--- config.mk ---
export PLATFORM = sky130hd
export DESIGN_NAME = kti_div
export DESIGN_NICKNAME = d
export VERILOG_FILES = /design/src/rtl/core/assert_macros.svh /design/src/rtl/core/kti_pkg.sv /design/src/rtl/core/kti_div.sv
export SDC_FILE = /design/constraint.sdc
export NUM_CORES = 1
export LEC_CHECK = 0
export ABC_AREA = 1
export ABC_CLOCK_PERIOD_IN_PS = 2500
export BUFFER_PORTS_ARGS = -buffer_cell sky130_fd_sc_hd__clkbuf_2
export CAP_MARGIN = 20
export CELL_PAD_IN_SITES_DETAIL_PLACEMENT = 0
export CELL_PAD_IN_SITES_GLOBAL_PLACEMENT = 1
export CORE_MARGIN = 5
export CORE_UTILIZATION = 25
export DETAILED_ROUTE_END_ITERATION = 16
export PLACE_DENSITY = 0.57
export SYNTH_ARGS = -nofsm -noshare
export SYNTH_HDL_FRONTEND = slang
export SYNTH_SLANG_ARGS = --single-unit
--- constraint.sdc ---
create_clock -name i_clk -period 2.5 [get_ports i_clk]
set_input_delay 0.125 -clock i_clk [delete_from_list [all_inputs] [get_ports i_clk]]
set_output_delay 0.125 -clock i_clk [all_outputs]
set_load 0.01 [all_outputs]
--- src/rtl/core/assert_macros.svh ---
// Assertion macros used by the keyframe table RTL
`ifndef ASSERT_MACROS_SVH
`define ASSERT_MACROS_SVH

// Check that a condition holds at every clock edge outside reset
`define KTI_ASSERT_ALWAYS(name, cond) \
    name: assert property (@(posedge i_clk) disable iff (!i_rst_n) (cond)) \
        else $error("keyframe table check failed");

// Check that a condition in one cycle implies another in the same cycle
`define KTI_ASSERT_IMPL(name, pre, post) \
    name: assert property (@(posedge i_clk) disable iff (!i_rst_n) (pre) |-> (post)) \
        else $error("keyframe table check failed");

// Check that a condition in one cycle implies another in the next cycle
`define KTI_ASSERT_NEXT(name, pre, post) \
    name: assert property (@(posedge i_clk) disable iff (!i_rst_n) (pre) |=> (post)) \
        else $error("keyframe table check failed");

`endif

--- src/rtl/core/kti_pkg.sv ---
// Shared types and constants of the keyframe table interpolator
`timescale 1ns / 1ps
package kti_pkg;

    localparam int DEPTH_DEF = 64;
    localparam int VAL_W     = 32;
    localparam int TIME_W    = 16;
    localparam int FRAC_W    = 17;

    // register map
    localparam logic [2:0] ADDR_FIXED = 3'd0;

    typedef enum logic [2:0] {
        CMD_SAMPLE   = 3'd0,
        CMD_SET_TIME = 3'd1,
        CMD_SET_IDX  = 3'd2,
        CMD_INSERT   = 3'd3,
        CMD_REMOVE   = 3'd4,
        CMD_RESIZE   = 3'd5
    } t_cmd;

    typedef enum logic [1:0] {
        ST_OK    = 2'd0,
        ST_EMPTY = 2'd1,
        ST_FULL  = 2'd2,
        ST_RANGE = 2'd3
    } t_status;

    typedef enum logic [1:0] {
        CELL_HOLD   = 2'd0,
        CELL_WRITE  = 2'd1,
        CELL_INSERT = 2'd2,
        CELL_REMOVE = 2'd3
    } t_cell_op;

    typedef struct packed {
        t_cell_op op;
        logic     time_en;
    } t_cell_ctl;

endpackage

--- src/rtl/core/kti_div.sv ---
// Serial restoring divider for the blend fraction, one quotient bit a cycle
`timescale 1ns / 1ps
module kti_div
    import kti_pkg::*;
(
    input  logic              i_clk,
    input  logic              i_rst_n,
    input  logic              i_start,
    input  logic [TIME_W-1:0] i_num,
    input  logic [TIME_W-1:0] i_den,
    output logic [TIME_W-1:0] o_quot,
    output logic              o_done
);

    logic [TIME_W-1:0]         r_rem, r_den, r_quot;
    logic [$clog2(TIME_W)-1:0] r_cnt;
    logic                      r_busy, r_done;
    logic [TIME_W:0]           w_shift;
    logic                      w_ge;

    assign w_shift = {r_rem, 1'b0};
    assign w_ge    = w_shift >= {1'b0, r_den};

    always_ff @(posedge i_clk) begin
        if (!i_rst_n) begin
            r_busy <= 1'b0;
            r_done <= 1'b0;
            r_cnt  <= '0;
            r_rem  <= '0;
            r_den  <= '0;
            r_quot <= '0;
        end else begin
            r_done <= 1'b0;
            if (i_start) begin
                r_busy <= 1'b1;
                r_cnt  <= '0;
                r_rem  <= i_num;
                r_den  <= i_den;
                r_quot <= '0;
            end else if (r_busy) begin
                // shift in one quotient bit
                r_rem  <= w_ge ? TIME_W'(w_shift - {1'b0, r_den}) : TIME_W'(w_shift);
                r_quot <= {r_quot[TIME_W-2:0], w_ge};
                r_cnt  <= r_cnt + 1'b1;
                if (r_cnt == '1) begin
                    r_busy <= 1'b0;
                    r_done <= 1'b1;
                end
            end
        end
    end

    assign o_quot = r_quot;
    assign o_done = r_done;

endmodule
### Yosys cells after proc, flatten, opt, wreduce, memory -nomap -nowiden

Cells that the tools add are included.

| storage, ports and cells | value |
|---|---|
| bits in registers | 54 |
| logic and storage cells | 22 |
| output and inout bits | 17 |
| bits of input ports | 35 |

| operators by class | value |
|---|---|
| add/sub/neg operators | 2 |
| reduce and logical (&&, ||, !) cells | 3 |
| bitwise operators | 2 |
| $lt $le $gt $ge | 1 |
| muxes and demuxes | 7 |
| equal/unequal tests | 1 |

Operators with widths:

| kind | count |
|---|---|
| 2-to-1 mux 16 bit | 3 |
| >= comparator 17 x 16 -> 1 bit | 1 |
| subtractor 16 bit | 1 |
| adder 4 x 1 -> 4 bit (second input constant) | 1 |
| == test 4 bit (second input constant) | 1 |
| 2-to-1 mux 1 bit | 4 |
| OR reduction 3 bit | 1 |
| inverter 1 bit | 2 |
| nonzero test 2 bit | 1 |
| OR reduction 2 bit | 1 |

### Logic depth before layout (Yosys ltp)

Gate-level depths: netlist (run 1).

| depth | value |
|---|---|
| word-level depth | 4 |
| gate-level depth with buffers | 14 |

### Least setup slack after synthesis (run 1)

OpenSTA, ideal clock, no wires.

| timing | value |
|---|---|
| path kind | register to register |
| from | register r_den[1] |
| to | register r_rem[2] |
| slack | 740 ps |
| data required time | 2366 ps |
| data arrival time | 1626 ps |
| stages on the path, launching flop included | 13 |
| period minus slack after synthesis | 1760 ps |
| cell sequence | dfxtp_1 > inv_1 > ha_1 > ha_1 > nand2_1 > nor2_1 > nand2_1 > nor2_2 > nor2_4 > buf_2 > nand3b_1 > nand3_1 > a21oi_1 |

| between the ends | value |
|---|---|
| longest elaborated chain between the ends | 4 |

RTL lines:

| what | line | RTL |
|---|---|---|
| start: declaration | kti_div.sv:15 | `logic [TIME_W-1:0] r_rem, r_den, r_quot;` |
| start signal: assignment | kti_div.sv:38 | `r_den <= i_den;` |
| subtractor 16 bit or >= comparator 17 x 16 -> 1 bit (tied branches) | kti_div.sv:42, kti_div.sv:22 |  |
| 2-to-1 mux 16 bit * | kti_div.sv:42 | `r_rem <= w_ge ? TIME_W'(w_shift - {1'b0, r_den}) : TIME_W'(w_shift);` |
| 2-to-1 mux 16 bit * | kti_div.sv:40 | `end else if (r_busy) begin` |
| 2-to-1 mux 16 bit * | kti_div.sv:34 | `if (i_start) begin` |
| end signal: assignment | kti_div.sv:37 | `r_rem <= i_num;` |
| end signal: assignment | kti_div.sv:42 |  |
| end: declaration | kti_div.sv:15 |  |

Mark *: on every way between the ends. The rest lies on a longest branch, timed or not. The select of a mux whose other input is x is not followed.
A chain may end at the register's enable or synchronous reset.

### Worst setup path after layout (run 1)

| timing | value |
|---|---|
| from | register r_den[8] |
| to | register r_rem[8] |

Same word-level chain as after synthesis.

==> results of run 1 <==
-- per-layer routing --
metal / part of all wire [%] / vias up
met1: 47 / 1466
met5: 0 / -
met4: 0.76 / 0
li1: - / 1687
met3: 5.5 / 7
met2: 46 / 80
-- sequential cells by signal, summed over array words and instances (netlist names) --
signal  cells
o_done      1
r_den      16
o_quot     16
r_cnt       4
r_busy      1
r_rem      16
-- through the flow --
| step | power (W) | util, % |
|---|---|---|
| final | 0.00257 | 30.6 |
| after global routing | 0.00275 | 30.6 |
| after CTS | 0.00261 | 30.6 |
| after detailed placement | 0.00176 | 29.2 |
| after global placement | 0.00176 | 29.2 |
| after floorplan | 0.00154 | - |
-- worst paths after layout --
path | from | to | slack (ps) | cells past startpoint
max | r_den[8]$_SDFFE_PN0P_ | r_rem[8]$_SDFFE_PN0P_ | 310 | 13
min | i_den[0] | r_den[0]$_SDFFE_PN0P_ | 60 | 3
max reg2reg | r_den[8]$_SDFFE_PN0P_ | r_rem[8]$_SDFFE_PN0P_ | 310 | 13
min reg2reg | r_den[12]$_SDFFE_PN0P_ | r_den[12]$_SDFFE_PN0P_ | 470 | 2
-- power groups by stage --
stage | combinational, W | clock, W | sequential, W
floorplan | 0.000594 | 0 | 0.000946
global placement | 0.000811 | 0 | 0.000954
detailed placement | 0.000810 | 0 | 0.000954
CTS | 0.000815 | 0.000858 | 0.000934
global route | 0.000916 | 0.000896 | 0.000940
finish | 0.000803 | 0.000833 | 0.000935
-- synth_stat cells (all sizes together) --
cell    count  area share [%]
clkbuf     10             1.2
fa          1            0.61
buf         7             1.4
nand2     134              16
nor2       26             3.4
xnor2       3            0.80
ha         17             6.5
or2         2            0.38
clkinv      1            0.11
dfxtp      54              33
inv        73             8.3
nand3b     12             2.7
xor2        4             1.1
nand3      33             5.0
nand4       7             1.5
a22oi      16             3.7
and2        1            0.19
nor3        3            0.80
and3        1            0.19
o21bai      1            0.23
o21ai      24             3.7
a31oi       1            0.19
a21oi      59             9.1
-- cell type report --
cell class                 count  area, um^2  area share [%]
sequential                    54        1080            27.7
clock buffer                   5         125            3.20
timing repair buffer          59         319            8.16
clock inverter                 3        48.8            1.25
tap                          172         215            5.51
multi-input combinational    345        1840            47.1
inverter                      74         278            7.11
-- critical path, stage by stage, from the launching register on --
cell and delay (ps):
dfxtp_1 310, inv_1 70, ha_1 350, nand2_1 90, nand2_1 100, inv_1 70
nand2_1 90, inv_2 70, nand3_1 140, nand2_4 260, nand2_4 210, nand2_1 120
nand3_1 70, a21oi_1 160
-- kinds of logic (layout without fill, tap and decap cells) --
| kind of cell | count (synthesis) | count (layout) | synth area share (%) |
|---|---|---|---|
| compound gates | 101 | 101 | 16.8 |
| xor+xnor | 7 | 7 | 1.87 |
| fa+ha+maj | 18 | 18 | 7.08 |
| buf+inv | 91 | 141 | 11.0 |
| flops | 54 | 54 | 32.9 |
| simple gates | 219 | 219 | 30.3 |
==> out/metrics.cfg, run 1 <==
[synth]
syn_inst=490
syn_avg_cell_area_um2=6.71
syn-num-nets=543
yosys_warnings=0
synthDistinctLibCells=35
synth-seq-cells=54
synth_area_mm2=0.00329
yosysSeqAreaShare_pct=32.9

[floorplanning]
die_width_um=125
start_util_pct=25.7
core_mm2=0.0128
core.rowCount=41
die-area_mm2=0.0155
die_h_um=125
io_pins=52

[sta]
drv_slew=0
skew_ps=4.61
relSlewSlack_pct=42.2
setup_tns_ps=0
grt_setup_unrepaired=no
setup_viol_count_final=0
worst_pin_slew_ps=866
hold-worst-slack_ps=62.0
fin_ws_ps=311
hold_viol=0
min_period_over_period_pct=87.6
fmax_mhz=457
min_period_ps=2190

[status]
status=complete, no violations

[pwr]
leakage_nw=1.86
p_sw_w=0.000901
ir_worst_vdd_v=0.000280
power_frac_comb_pct=31.2
clockPowerShare_pct=32.4
pwr-share-seq_pct=36.4
internal_power_w=0.00167
powerDensity_mw_per_mm2=658
switching_share_pct=35.0

[clock_tree]
numCtsBuffers=5
cts_setup_buffers=0
insertion_delay_ps=300
hold_buffers=0
htree_levels=2
clockRootBuffer=clkbuf_16
clk_pin_slew_ps=80
cts.sinks=54
post_cts_resized=0
cts_buffer_depth=2
cts_tree=built

[route]
drtPass1Iterations=4
drc=0
detail_route.vias_per_cell=4.55
num_vias=3240
drt_iter0_drc=200
antenna_left=0
routed_wirelength_mm=10.4
wire_per_inst_um=14.6

[cells_and_area]
syn_to_final_growth_pct=19.0
finalInstanceArea_mm2=0.00391
fillCellCount=1426
diodes=0
layout.nets=592
final_cells=712
layout_common_cells=129 x nand2_1, 64 x inv_1, 58 x a21oi_1, 54 x dfxtp_1, 51 x clkbuf_2
drive_above_1_share_pct=16.5
final_common_cell=nand2_1

[grt]
met3_usage_pct=3.04
grtUsageTotal_pct=13.5
met1_usage_pct=18.6
grt_pass1_wl_mm=17.0
top_usage_layer=met2
grt_antenna_before_repair=0
grt_pass1_vias=3141
overflow=0
grt_max_degree=29
use_met2_pct=21.8

[setup_path]
cp.arrival_ps=2420
cp_max_fo=17
end_kind=flop
start_kind=flop
required_ps=2730
critPathKind=flop to flop

[placed_design]
place_ws_ps=269
numPortBuffers=51
place.gp.congestion=0.786
hpwlAfterDp_mm=7.96
dpl_cell_area_mm2=0.00373
dp_cells=704

[job]
drv_cap=0

[min_path]
hold_path.class=primary input to flop

(Power assumes the default switching activity.)
==> run 2, diff against run 1 <==
--- a/config.mk
+++ b/config.mk
@@ -15,6 +15,7 @@
 export CORE_UTILIZATION = 25
 export DETAILED_ROUTE_END_ITERATION = 16
 export PLACE_DENSITY = 0.57
+export RECOVER_POWER = 25
 export SYNTH_ARGS = -nofsm -noshare
 export SYNTH_HDL_FRONTEND = slang
 export SYNTH_SLANG_ARGS = --single-unit
==> out/metrics.cfg, run 2 (synthesized netlist as in run 1, its figures left out) <==
[status]
status=complete, no violations

[min_path]
hold_path.class=primary input to flop

[floorplanning]
die_width_um=125
start_util_pct=25.7
die-area_mm2=0.0155
core.rowCount=41
core_mm2=0.0128
die_h_um=125
io_pins=52

[clock_tree]
cts.sinks=54
cts_setup_buffers=0
clockRootBuffer=clkbuf_16
clk_pin_slew_ps=80
numCtsBuffers=5
hold_buffers=0
post_cts_resized=0
htree_levels=2
insertion_delay_ps=300
cts_buffer_depth=2
cts_tree=built

[grt]
grt_pass1_vias=3141
grtUsageTotal_pct=13.5
grt_pass1_wl_mm=17.0
grt_max_degree=29
overflow=0
grt_antenna_before_repair=0

[setup_path]
cp.arrival_ps=2410
end_kind=flop
start_kind=flop
required_ps=2730
critPathKind=flop to flop
cp_max_fo=17

[sta]
drv_slew=0
setup_tns_ps=0
grt_setup_unrepaired=no
worst_pin_slew_ps=853
fin_ws_ps=316
hold_viol=0
min_period_ps=2180
min_period_over_period_pct=87.4
skew_ps=4.43
setup_viol_count_final=0
relSlewSlack_pct=43.1
fmax_mhz=458

[route]
num_vias=3238
drc=0
drtPass1Iterations=4
drt_iter0_drc=203
routed_wirelength_mm=10.4
antenna_left=0
wire_per_inst_um=14.6
detail_route.vias_per_cell=4.55

[pwr]
ir_worst_vdd_v=0.000279
leakage_nw=1.80
powerDensity_mw_per_mm2=660

[cells_and_area]
diodes=0
layout.nets=592
final_common_cell=nand2_1
layout_common_cells=129 x nand2_1, 64 x inv_1, 58 x a21oi_1, 54 x dfxtp_1, 34 x clkbuf_2
final_cells=712
fillCellCount=1426
drive_above_1_share_pct=13.3
finalInstanceArea_mm2=0.00389
syn_to_final_growth_pct=18.3

[placed_design]
place.gp.congestion=0.786
hpwlAfterDp_mm=7.96
dpl_cell_area_mm2=0.00373
place_ws_ps=269
numPortBuffers=51
dp_cells=704

[job]
drv_cap=0

-- run 2: cell counts in the layout (fill, tap and decap cells not counted) --
No cell type changed its count.
-- run 2: final timing paths --
check	from	endpoint	slack, ps	cells after the start
hold / removal	i_den[0]	r_den[0]$_SDFFE_PN0P_	60	3
setup reg to reg	r_den[8]$_SDFFE_PN0P_	r_rem[8]$_SDFFE_PN0P_	320	13
setup / recovery	r_den[8]$_SDFFE_PN0P_	r_rem[8]$_SDFFE_PN0P_	320	13
hold reg to reg	o_quot[14]$_SDFFE_PP0P_	o_quot[14]$_SDFFE_PP0P_	470	2
-- run 2: area by class of cell --
type | instances | area, um^2 | area share, %
repair buffers | 59 | 298 | 7.66
multi-input cells | 345 | 1840 | 47.4
inverters | 74 | 278 | 7.15
flip-flops and latches | 54 | 1080 | 27.8
clock inverters | 3 | 48.8 | 1.26
clock buffers | 5 | 125 | 3.22
well taps | 172 | 215 | 5.54
-- run 2: routing by layer --
layer  vias to the layer above  wire, um  global-route usage (%)  share of wire [%]
li1                       1686         -                       -                  -
met3                         7       563                    3.04                5.4
met5                         -         0                       0                  0
met1                      1471      4920                    18.6                 47
met4                         0        79                    2.32               0.76
met2                        74      4810                    21.8                 46
-- run 2: critical path, cell delays in order, from the launching register on --
cell and delay, ps:
dfxtp_1 310, inv_1 70, ha_1 350, nand2_1 90
nand2_1 100, inv_1 70, nand2_1 90, inv_2 70
nand3_1 140, nand2_4 260, nand2_4 210, nand2_1 120
nand3_1 70, a21oi_1 150
-- run 2: through the flow --
step / power, W / utilization (%) / hold WS, ps
after floorplan: 0.00154 / - / 263
after global placement: 0.00176 / 29.2 / 374
after detailed placement: 0.00176 / 29.2 / 379
after CTS: 0.00261 / 30.6 / 62.4
after global routing: 0.00275 / 30.4 / 57.7
final: 0.00257 / 30.4 / 61.7
-- run 2: where the power goes --
group	switching (W)	total, W	internal (W)
Clock	0.000350	0.000831	0.000481
Sequential	0.0000292	0.000935	0.000905
Combinational	0.000519	0.000802	0.000283
Total	0.000898	0.00257	0.00167
